--- config.mk ---
export PLATFORM = sky130hd
export DESIGN_NAME = signed_decimal_ascii_formatter_top
export DESIGN_NICKNAME = d
export VERILOG_FILES = /design/src/rtl/sdaf_pkg.sv /design/src/rtl/sdaf_convert.sv /design/src/rtl/sdaf_serializer.sv /design/src/rtl/signed_decimal_ascii_formatter_top.sv
export SDC_FILE = /design/constraint.sdc
export NUM_CORES = 1
export LEC_CHECK = 0
export BUFFER_PORTS_ARGS = -buffer_cell sky130_fd_sc_hd__buf_2
export CAP_MARGIN = 20
export CORE_MARGIN = 4
export CORE_UTILIZATION = 60
export CTS_CLUSTER_DIAMETER = 60
export DETAILED_ROUTE_END_ITERATION = 8
export GPL_TIMING_DRIVEN = 0
export PLACE_DENSITY = 0.78
export SETUP_SLACK_MARGIN = 0.05
export SLEW_MARGIN = 10
export SYNTH_ARGS = -nofsm -noshare
export SYNTH_HDL_FRONTEND = slang
export SYNTH_SLANG_ARGS = --single-unit
--- constraint.sdc ---
create_clock -name aclk -period 25.5 [get_ports aclk]
set_clock_uncertainty 0.2 [all_clocks]
set_input_delay 5.1 -clock aclk [delete_from_list [all_inputs] [get_ports aclk]]
set_output_delay 5.1 -clock aclk [all_outputs]
set_load 0.01 [all_outputs]
--- src/rtl/sdaf_pkg.sv ---
// Shared types and constants for the signed decimal ASCII formatter.
package sdaf_pkg;

    localparam int VALUE_W    = 15;
    localparam int MAG_W      = 14;
    localparam int REM_TH_W   = 10;
    localparam int REM_HU_W   = 7;
    localparam int DIGIT_W    = 4;
    localparam int CHAR_W     = 8;
    localparam int RUN_LEN    = 5;
    localparam int POS_W      = 3;

    localparam int THOUSAND   = 1000;
    localparam int HUNDRED    = 100;
    localparam int TEN        = 10;

    localparam logic [VALUE_W-1:0] MAX_MAGNITUDE = 15'd9999;
    localparam logic [POS_W-1:0]   LAST_POS      = POS_W'(RUN_LEN - 1);

    localparam logic [CHAR_W-1:0] CHAR_MINUS = 8'h2D;
    localparam logic [CHAR_W-1:0] CHAR_PLUS  = 8'h2B;
    localparam logic [CHAR_W-1:0] CHAR_SPACE = 8'h20;
    localparam logic [CHAR_W-1:0] CHAR_ZERO  = 8'h30;

    typedef logic [RUN_LEN-1:0][CHAR_W-1:0] char_run_t;

    function automatic logic [CHAR_W-1:0] digit_char(input logic [DIGIT_W-1:0] d);
        digit_char = CHAR_ZERO + {{(CHAR_W-DIGIT_W){1'b0}}, d};
    endfunction

endpackage

--- src/rtl/sdaf_convert.sv ---
// Combinational split of a signed value into a five-character ASCII run.
module sdaf_convert
    import sdaf_pkg::*;
(
    input  logic [VALUE_W-1:0] value,
    output char_run_t          run
);

    logic                  negative;
    logic [VALUE_W-1:0]    mag_full;
    logic [MAG_W-1:0]      mag;
    logic [DIGIT_W-1:0]    thou;
    logic [DIGIT_W-1:0]    hund;
    logic [DIGIT_W-1:0]    tens;
    logic [DIGIT_W-1:0]    units;
    logic [REM_TH_W-1:0]   rem_th;
    logic [REM_HU_W-1:0]   rem_hu;
    logic [DIGIT_W-1:0]    rem_te;

    always_comb begin
        negative = value[VALUE_W-1];
        mag_full = negative ? (~value + VALUE_W'(1)) : value;
        if (mag_full > MAX_MAGNITUDE) begin
            mag = MAX_MAGNITUDE[MAG_W-1:0];
        end else begin
            mag = mag_full[MAG_W-1:0];
        end

        thou   = '0;
        rem_th = mag[REM_TH_W-1:0];
        for (int k = 1; k < TEN; k++) begin
            if (mag >= MAG_W'(k * THOUSAND)) begin
                thou   = DIGIT_W'(k);
                rem_th = REM_TH_W'(mag - MAG_W'(k * THOUSAND));
            end
        end

        hund   = '0;
        rem_hu = rem_th[REM_HU_W-1:0];
        for (int k = 1; k < TEN; k++) begin
            if (rem_th >= REM_TH_W'(k * HUNDRED)) begin
                hund   = DIGIT_W'(k);
                rem_hu = REM_HU_W'(rem_th - REM_TH_W'(k * HUNDRED));
            end
        end

        tens   = '0;
        rem_te = rem_hu[DIGIT_W-1:0];
        for (int k = 1; k < TEN; k++) begin
            if (rem_hu >= REM_HU_W'(k * TEN)) begin
                tens   = DIGIT_W'(k);
                rem_te = DIGIT_W'(rem_hu - REM_HU_W'(k * TEN));
            end
        end
        units = rem_te;

        run[0] = negative ? CHAR_MINUS : CHAR_PLUS;
        run[1] = (mag >= MAG_W'(THOUSAND)) ? digit_char(thou) : CHAR_SPACE;
        run[2] = (mag >= MAG_W'(HUNDRED))  ? digit_char(hund) : CHAR_SPACE;
        run[3] = (mag >= MAG_W'(TEN))      ? digit_char(tens) : CHAR_SPACE;
        run[4] = digit_char(units);
    end

endmodule

--- src/rtl/sdaf_serializer.sv ---
// Result register that shifts a five-character run out one character per transaction.
module sdaf_serializer
    import sdaf_pkg::*;
(
    input  logic              aclk,
    input  logic              aresetn,
    input  logic              item_valid,
    input  char_run_t         run,
    output logic              item_taken,
    output logic              m_valid,
    input  logic              m_ready,
    output logic [CHAR_W-1:0] m_character,
    output logic              m_last
);

    char_run_t         shift_reg, shift_next;
    logic [POS_W-1:0]  pos_reg, pos_next;
    logic              busy_reg, busy_next;

    assign m_valid     = busy_reg;
    assign m_character = shift_reg[0];
    assign m_last      = (pos_reg == LAST_POS);
    assign item_taken  = item_valid && (!busy_reg || (m_ready && m_last));

    always_comb begin
        shift_next = shift_reg;
        pos_next   = pos_reg;
        busy_next  = busy_reg;
        if (item_taken) begin
            shift_next = run;
            pos_next   = '0;
            busy_next  = 1'b1;
        end else if (busy_reg && m_ready) begin
            if (m_last) begin
                busy_next = 1'b0;
            end else begin
                shift_next = {CHAR_W'(0), shift_reg[RUN_LEN-1:1]};
                pos_next   = pos_reg + POS_W'(1);
            end
        end
    end

    always_ff @(posedge aclk) begin
        if (!aresetn) begin
            busy_reg <= 1'b0;
            pos_reg  <= '0;
        end else begin
            busy_reg <= busy_next;
            pos_reg  <= pos_next;
        end
        shift_reg <= shift_next;
    end

endmodule

--- src/rtl/signed_decimal_ascii_formatter_top.sv ---
// Top level of the signed decimal ASCII formatter: input register, converter, serializer.
//
// Input channel s_valid/s_ready/s_value carries one 15-bit two's complement value per
// transaction. Output channel m_valid/m_ready/m_character/m_last returns five ASCII
// characters per value: sign ('-' or '+'), thousands, hundreds and tens (blank while
// the magnitude is too small), then the units digit with m_last high. Magnitudes above
// 9999 saturate to 9999.
// The value is registered in the input register, then loaded into the serializer's result
// register, which raises m_valid; a busy serializer holds it in the input register.
// The single-character output port limits the value rate; the input register takes the
// next value while the current run is still draining, and the next run starts the cycle
// after the last character is taken.
// Reset (aresetn low, synchronous) empties the input register and the serializer.
// When m_ready is low the current character holds; the input register holds one
// value behind it and s_ready drops once it is full.
module signed_decimal_ascii_formatter_top
    import sdaf_pkg::*;
(
    input  logic               aclk,
    input  logic               aresetn,
    input  logic               s_valid,
    output logic               s_ready,
    input  logic [VALUE_W-1:0] s_value,
    output logic               m_valid,
    input  logic               m_ready,
    output logic [CHAR_W-1:0]  m_character,
    output logic               m_last
);

    logic [VALUE_W-1:0] value_reg, value_next;
    logic               in_valid_reg, in_valid_next;
    logic               item_taken;
    char_run_t          run;

    assign s_ready = !in_valid_reg || item_taken;

    always_comb begin
        value_next    = value_reg;
        in_valid_next = in_valid_reg;
        if (s_valid && s_ready) begin
            value_next    = s_value;
            in_valid_next = 1'b1;
        end else if (item_taken) begin
            in_valid_next = 1'b0;
        end
    end

    always_ff @(posedge aclk) begin
        if (!aresetn) begin
            in_valid_reg <= 1'b0;
        end else begin
            in_valid_reg <= in_valid_next;
        end
        value_reg <= value_next;
    end

    sdaf_convert u_convert (
        .value (value_reg),
        .run   (run)
    );

    sdaf_serializer u_serializer (
        .aclk        (aclk),
        .aresetn     (aresetn),
        .item_valid  (in_valid_reg),
        .run         (run),
        .item_taken  (item_taken),
        .m_valid     (m_valid),
        .m_ready     (m_ready),
        .m_character (m_character),
        .m_last      (m_last)
    );

    a_run_starts_with_sign: assert property (@(posedge aclk) disable iff (!aresetn)
        item_taken |=> m_valid && !m_last &&
            (m_character == CHAR_MINUS || m_character == CHAR_PLUS))
        else $error("run does not start with a sign character");

    a_run_no_gap: assert property (@(posedge aclk) disable iff (!aresetn)
        m_valid && m_ready && !m_last |=> m_valid)
        else $error("gap inside a character run");

    a_pending_holds: assert property (@(posedge aclk) disable iff (!aresetn)
        in_valid_reg && !item_taken |=> in_valid_reg && $stable(value_reg))
        else $error("pending value lost before transfer");

    a_taken_only_when_free: assert property (@(posedge aclk) disable iff (!aresetn)
        item_taken && m_valid |-> m_ready && m_last)
        else $error("new run loaded over an unfinished run");

endmodule

Word level (Yosys, flattened, before mapping)
Index checks and enable logic that the tools add are counted.
Storage, ports and cells
  register bits: 60
  bits of input ports: 19
  output and inout port bits: 11
Operators by class
  add/sub/neg operators: 33
  order comparisons: 30
  eq/ne operators: 2
  muxes and demuxes: 68
  bitwise operators: 3
  reduce and logical (&&, ||, !) cells: 15
Operators by type and width (count)
  2-to-1 mux 40 bit: 3
  2-to-1 mux 10 bit: 9
  subtractor 10 bit, second input constant: 9
  2-to-1 mux 7 bit: 9
  2-to-1 mux 4 bit: 15
  greater-or-equal comparator 14 x 13 -> 1 bit, second input constant: 4
  greater-or-equal comparator 10 bit, second input constant: 4
  2-to-1 mux 3 bit: 13
  greater-or-equal comparator 10 x 9 -> 1 bit, second input constant: 3
  adder 6 x 4 -> 7 bit, first input constant: 4
  greater-or-equal comparator 14 x 12 -> 1 bit, second input constant: 2
  subtractor 7 bit, second input constant: 4
  2-to-1 mux 8 bit: 3
  greater-or-equal comparator 7 x 6 -> 1 bit, second input constant: 3
  greater-or-equal comparator 7 bit, second input constant: 3
  subtractor 7 x 6 -> 7 bit, second input constant: 3
  subtractor 4 bit, second input constant: 5
  adder 15 x 1 -> 15 bit, second input constant: 1
  greater-than comparator 15 x 14 -> 1 bit, second input constant: 1
  2-to-1 mux 15 bit: 1
  inverter 15 bit: 1
  greater-or-equal comparator 14 x 10 -> 1 bit, second input constant: 1
  greater-or-equal comparator 14 x 11 -> 1 bit, second input constant: 1
  greater-or-equal comparator 14 bit, second input constant: 1
  other kinds (24): 48

Longest topological paths before layout
  word-level depth: 38
  gate-level depth with buffers: 43

By module
Synthesis repeated with hierarchy kept, for this count alone.
Unflattened totals
  cells, all modules: 840
  area, all modules: 7339.5 um2
By module, submodules not included
  sdaf_convert: times used 1, cells an instance 699, area each 4877.2 um2
  sdaf_serializer: times used 1, cells an instance 121, area each 1954.4 um2
  signed_decimal_ascii_formatter_top: times used 1, cells an instance 20, area each 508.0 um2

Least setup slack after synthesis
Ideal clock, no wire load.
  kind: input-to-output
  start point: in m_ready
  end point: out s_ready
  data arrival time: 5522 ps
  path slack: 14678 ps
  stages on the path: 2
  cells stage by stage: a21boi_0 nand2_1
On the way
  longest elaborated chain between the ends: 4
Ends and longest elaborated chain
  start, declared: line signed_decimal_ascii_formatter_top.sv:25  | input logic m_ready,
  logical AND 1 bit: line sdaf_serializer.sv:23  | assign item_taken = item_valid && (!busy_reg || (m_ready && m_last));
  logical OR 1 bit: line sdaf_serializer.sv:23
  logical AND 1 bit: line sdaf_serializer.sv:23
  logical OR 1 bit: line signed_decimal_ascii_formatter_top.sv:35  | assign s_ready = !in_valid_reg || item_taken;
  end, declared: line signed_decimal_ascii_formatter_top.sv:22  | output logic s_ready,
No other way between the ends.

Worst setup path after layout
  start point: reg value_reg[0]
  end point: reg u_serializer.shift_reg[35] (netlist name), data pin
On the way
  longest elaborated chain between the ends: 37
  elaborated cells between the ends (all ways): 88
Ends and longest elaborated chain
  start, declared: line signed_decimal_ascii_formatter_top.sv:30  | logic [VALUE_W-1:0] value_reg, value_next;
  start signal, assigned: line signed_decimal_ascii_formatter_top.sv:54  | value_reg <= value_next;
  inverter 15 bit: line sdaf_convert.sv:22  | mag_full = negative ? (~value + VALUE_W'(1)) : value;
  adder 15 x 1 -> 15 bit: line sdaf_convert.sv:22
  2-to-1 mux 15 bit *: line sdaf_convert.sv:22
  greater-than comparator 15 x 14 -> 1 bit: line sdaf_convert.sv:23  | if (mag_full > MAX_MAGNITUDE) begin
  2-to-1 mux 14 bit *: line sdaf_convert.sv:23
  greater-or-equal comparator 14 x 10 -> 1 bit or subtractor 10 bit (tied branches): line sdaf_convert.sv:32, sdaf_convert.sv:34
  2-to-1 mux 10 bit (8 in series): line sdaf_convert.sv:32  | if (mag >= MAG_W'(k * THOUSAND)) begin
  2-to-1 mux 10 bit *: line sdaf_convert.sv:32
  greater-or-equal comparator 10 x 7 -> 1 bit or subtractor 7 bit (tied branches): line sdaf_convert.sv:41, sdaf_convert.sv:43
  2-to-1 mux 7 bit (8 in series): line sdaf_convert.sv:41  | if (rem_th >= REM_TH_W'(k * HUNDRED)) begin
  2-to-1 mux 7 bit *: line sdaf_convert.sv:41
  greater-or-equal comparator 7 x 4 -> 1 bit or subtractor 4 bit (tied branches): line sdaf_convert.sv:50, sdaf_convert.sv:52
  2-to-1 mux 4 bit (8 in series): line sdaf_convert.sv:50  | if (rem_hu >= REM_HU_W'(k * TEN)) begin
  2-to-1 mux 4 bit *: line sdaf_convert.sv:50
  adder 6 x 4 -> 7 bit *: line sdaf_pkg.sv:28  | digit_char = CHAR_ZERO + {{(CHAR_W-DIGIT_W){1'b0}}, d};
  2-to-1 mux 40 bit *: line sdaf_serializer.sv:29  | if (item_taken) begin
  end signal, assigned: line sdaf_serializer.sv:51  | shift_reg <= shift_next;
  end, declared: line sdaf_serializer.sv:16  | char_run_t shift_reg, shift_next;
Every way passes the cells marked *; elsewhere a longest branch is shown, timed or not.
A chain may end at the register's enable or synchronous reset.

==> run_results.csv <==
group,metric,value,unit
pwr,p_total,0.674,mW
clock_tree,holdBufCountCts,0,
synthesis,synth_edf_count,44,
sta,tightest_slew,1290,ps
pwr,vdd_drop_max,0.0718,mV
clock_tree,cts_root_buf,"clkbuf_16",
critical_path,cp_max_fo,11,
placement,dpl_worst_slack,14260,ps
clock_tree,clk_pin_slew,70,ps
final_layout,largest_reg_flops,23,
synthesis,synth-seq-area-share,0.200,
min_path,holdPathEnd,"u_serializer.m_character[0]$_SDFFCE_PP1P_",
drt,dr.pass1.iters,9,
final_layout,final_common_cell,"nand2_1",
synthesis,postSynth.asyncResetShare,0,
placement,dp.final_hpwl,19.9,mm
die,num_io_pins,30,
drt,drtIter0Drc,1714,
critical_path,reg2reg_to,"u_serializer.shift_reg[35]$_SDFFCE_PN0P_",
pwr,pwr_density_cell,88.6,nW/um^2
final_layout,drive_above_1_share,0.157,
die,die_height,117,um
global_route,gr-total-overflow,0,
drt,vias_per_cell,7.69,
clock_tree,cts.sinks,49,
synthesis,synth_top_flop_cell,"edfxtp_1",
clock_tree,clk_path_buf_depth,2,
run,maxCapViolCount,0,
sta,setup_viol,0,
clock_tree,cts_setup_buffers,0,
synthesis,yosys.area.top_type_share,0.186,
sta,setup_tns,0,ps
final_layout,nets,977,
clock_tree,cts_resized,0,
global_route,grt_pass1_wl,41.0,mm
sta,setup_slack,13570,ps
drt,vias,8131,
critical_path,start_kind,"flop",
min_path,hp-start,"u_serializer.shift_reg[8]$_DFFE_PP_",
placement,place.gp.congestion,1.08,
final_layout,diodes,0,
min_path,worstHoldPathType,"flop to flop",
critical_path,rrSetupSlack,13570,ps
sta,max_clock_freq,0.0838,GHz
synthesis,ys_warn_count,0,
status,failed_checks,"design-rule violations",
drt,drcViolationCount,4,
status,status,"finished with violations",
drt,ant_nets,0,
synthesis,synthDistinctLibCells,106,
clock_tree,cts-buffers-inserted,5,
final_layout,layout_common_cells,"nand2_1, nor2_1, buf_2, ha_1, edfxtp_1",
critical_path,slowest_delay,890,ps
final_layout,area_growth,6.97,%
critical_path,crit_required,25430,ps
critical_path,worst_setup_path_end_kind,"flop",
global_route,grt_max_degree,30,
drt,drt-wirelength-per-cell,24.9,um
min_path,hold_depth,1,
sta,relSlewSlack,0.136,
die,die_w,117,um
sta,hold_violations,0,
synthesis,synth_top_cell_by_area,"edfxtp_1",
sta,slew_viol_final,0,
critical_path,reg2reg_depth,38,
clock_tree,cts_max_level,2,
clock_tree,cts_tree,"yes",
global_route,globalRouteTotalUtil,0.386,
drt,drt_wl_total,26.3,mm
placement,port_buffers,27,
die,coreArea,11500,um^2
pwr,p_leak,2.87,nW
critical_path,r2r-start,"value_reg[0]$_DFFE_PP_",
clock_tree,clk_latency,300,ps
synthesis,syn_avg_cell_area,8.11,um^2
critical_path,cp.arrival,11860,ps
critical_path,critical-path-slowest-cell,"o2111ai_1",
die,die-area,13700,um^2
critical_path,crit_type,"flop to flop",
die,core.rowCount,39,
sta,timing.final.crit_period,11930,ps
die,start_util,0.617,
synthesis,netlist_instances,876,
synthesis,synth-seq-cells,49,
global_route,grt_pass1_vias,7559,
global_route,antenna_found_initial,1,
synthesis,synthesis.area,7110,um^2
synthesis,synth_area_leaders,"edfxtp_1, ha_1, nand2_1",
sta,period_share,0.468,
sta,rsz0062_at_grt,"no",
==> power breakdown <==
part | leakage, nW | internal [mW] | switching, mW
Sequential | 0.463 | 0.0984 | 0.00318
Combinational | 2.34 | 0.180 | 0.323
Clock | 0.0680 | 0.0371 | 0.0319
==> logic make-up after synthesis <==
kind of cell | count (synthesis) | share of synthesized area
AO/OA/AOI/OAI | 319 | 0.354
XOR/XNOR | 26 | 0.0320
adder cells (fa/ha/maj) | 44 | 0.0775
buffers and inverters | 107 | 0.0785
flip-flops | 49 | 0.200
multiplexers | 5 | 0.00722
other | 1 | 0.000528
AND/OR/NAND/NOR | 325 | 0.251
==> worst max-delay path, delay by kind of cell (launching register included) <==
family / cells / cell delay, ps
simple gates: 11 / 2440
compound gates: 13 / 5030
fa+ha+maj: 4 / 900
buf+inv: 8 / 1820
flops: 1 / 380
xor+xnor: 2 / 900
==> layer usage <==
| layer | wire (um) | vias up | GRT usage |
|---|---|---|---|
| met1 | 10100 | 3739 | 0.519 |
| met3 | 3620 | 175 | 0.0987 |
| met2 | 11100 | 684 | 0.584 |
| met5 | 8 | - | 0 |
| li1 | - | 3531 | - |
| met4 | 1500 | 2 | 0.173 |
==> worst max path at each step <==
stage	to	cells past startpoint	slack, ps	start
after CTS	u_serializer.shift_reg[24]$_DFFE_PP_	37	14230	value_reg[0]$_DFFE_PP_
final	u_serializer.shift_reg[35]$_SDFFCE_PN0P_	38	13570	value_reg[0]$_DFFE_PP_
after global routing	u_serializer.shift_reg[35]$_SDFFCE_PN0P_	34	13140	value_reg[0]$_DFFE_PP_
after detailed placement	u_serializer.shift_reg[24]$_DFFE_PP_	37	14260	value_reg[0]$_DFFE_PP_
after floorplan	s_ready	2	14680	m_ready
after global placement	u_serializer.shift_reg[35]$_SDFFCE_PN0P_	34	13800	value_reg[0]$_DFFE_PP_
==> layout make-up <==
type,instances,area (um^2)
Multi-Input combinational cell,721,5140
Buffer,69,407
Clock inverter,3,26.3
Sequential cell,49,1420
Timing Repair Buffer,30,155
Fill cell,977,3910
Tap cell,143,179
Clock buffer,5,125
Inverter,38,151
==> cell usage after synthesis, types with 8 or more instances <==
cell        n
a31oi_1    16
buf_4      17
a211oi_1   18
o211ai_1   25
and3_1     12
o31a_1      9
nor3_1     26
o2111ai_1  10
a21o_1     11
xnor2_1    20
nand4_1    13
edfxtp_1   44
ha_1       44
nand2_1    69
nand2b_1   28
buf_2      24
o31ai_1     9
nand3_1    32
clkbuf_1   17
nor4_1     10
o21ai_0    30
and2_1     11
nor2_1     62
a31o_2     12
inv_1      34
o221ai_1    8
a21oi_1    42
or3_1       8
a41oi_1     8
==> per-stage QoR <==
| step | hold slack (ps) | util | instances | instance area [um^2] |
|---|---|---|---|---|
| floorplan | 277 | - | 877 | 7110 |
| global placement | 284 | 0.645 | 1047 | 7430 |
| detailed placement | 293 | 0.646 | 1049 | 7440 |
| CTS | 308 | 0.660 | 1057 | 7600 |
| global route | 340 | 0.660 | 1058 | 7600 |
| finish | 308 | 0.660 | 1058 | 7600 |
No activity file was read; power rests on OpenSTA's default activity.
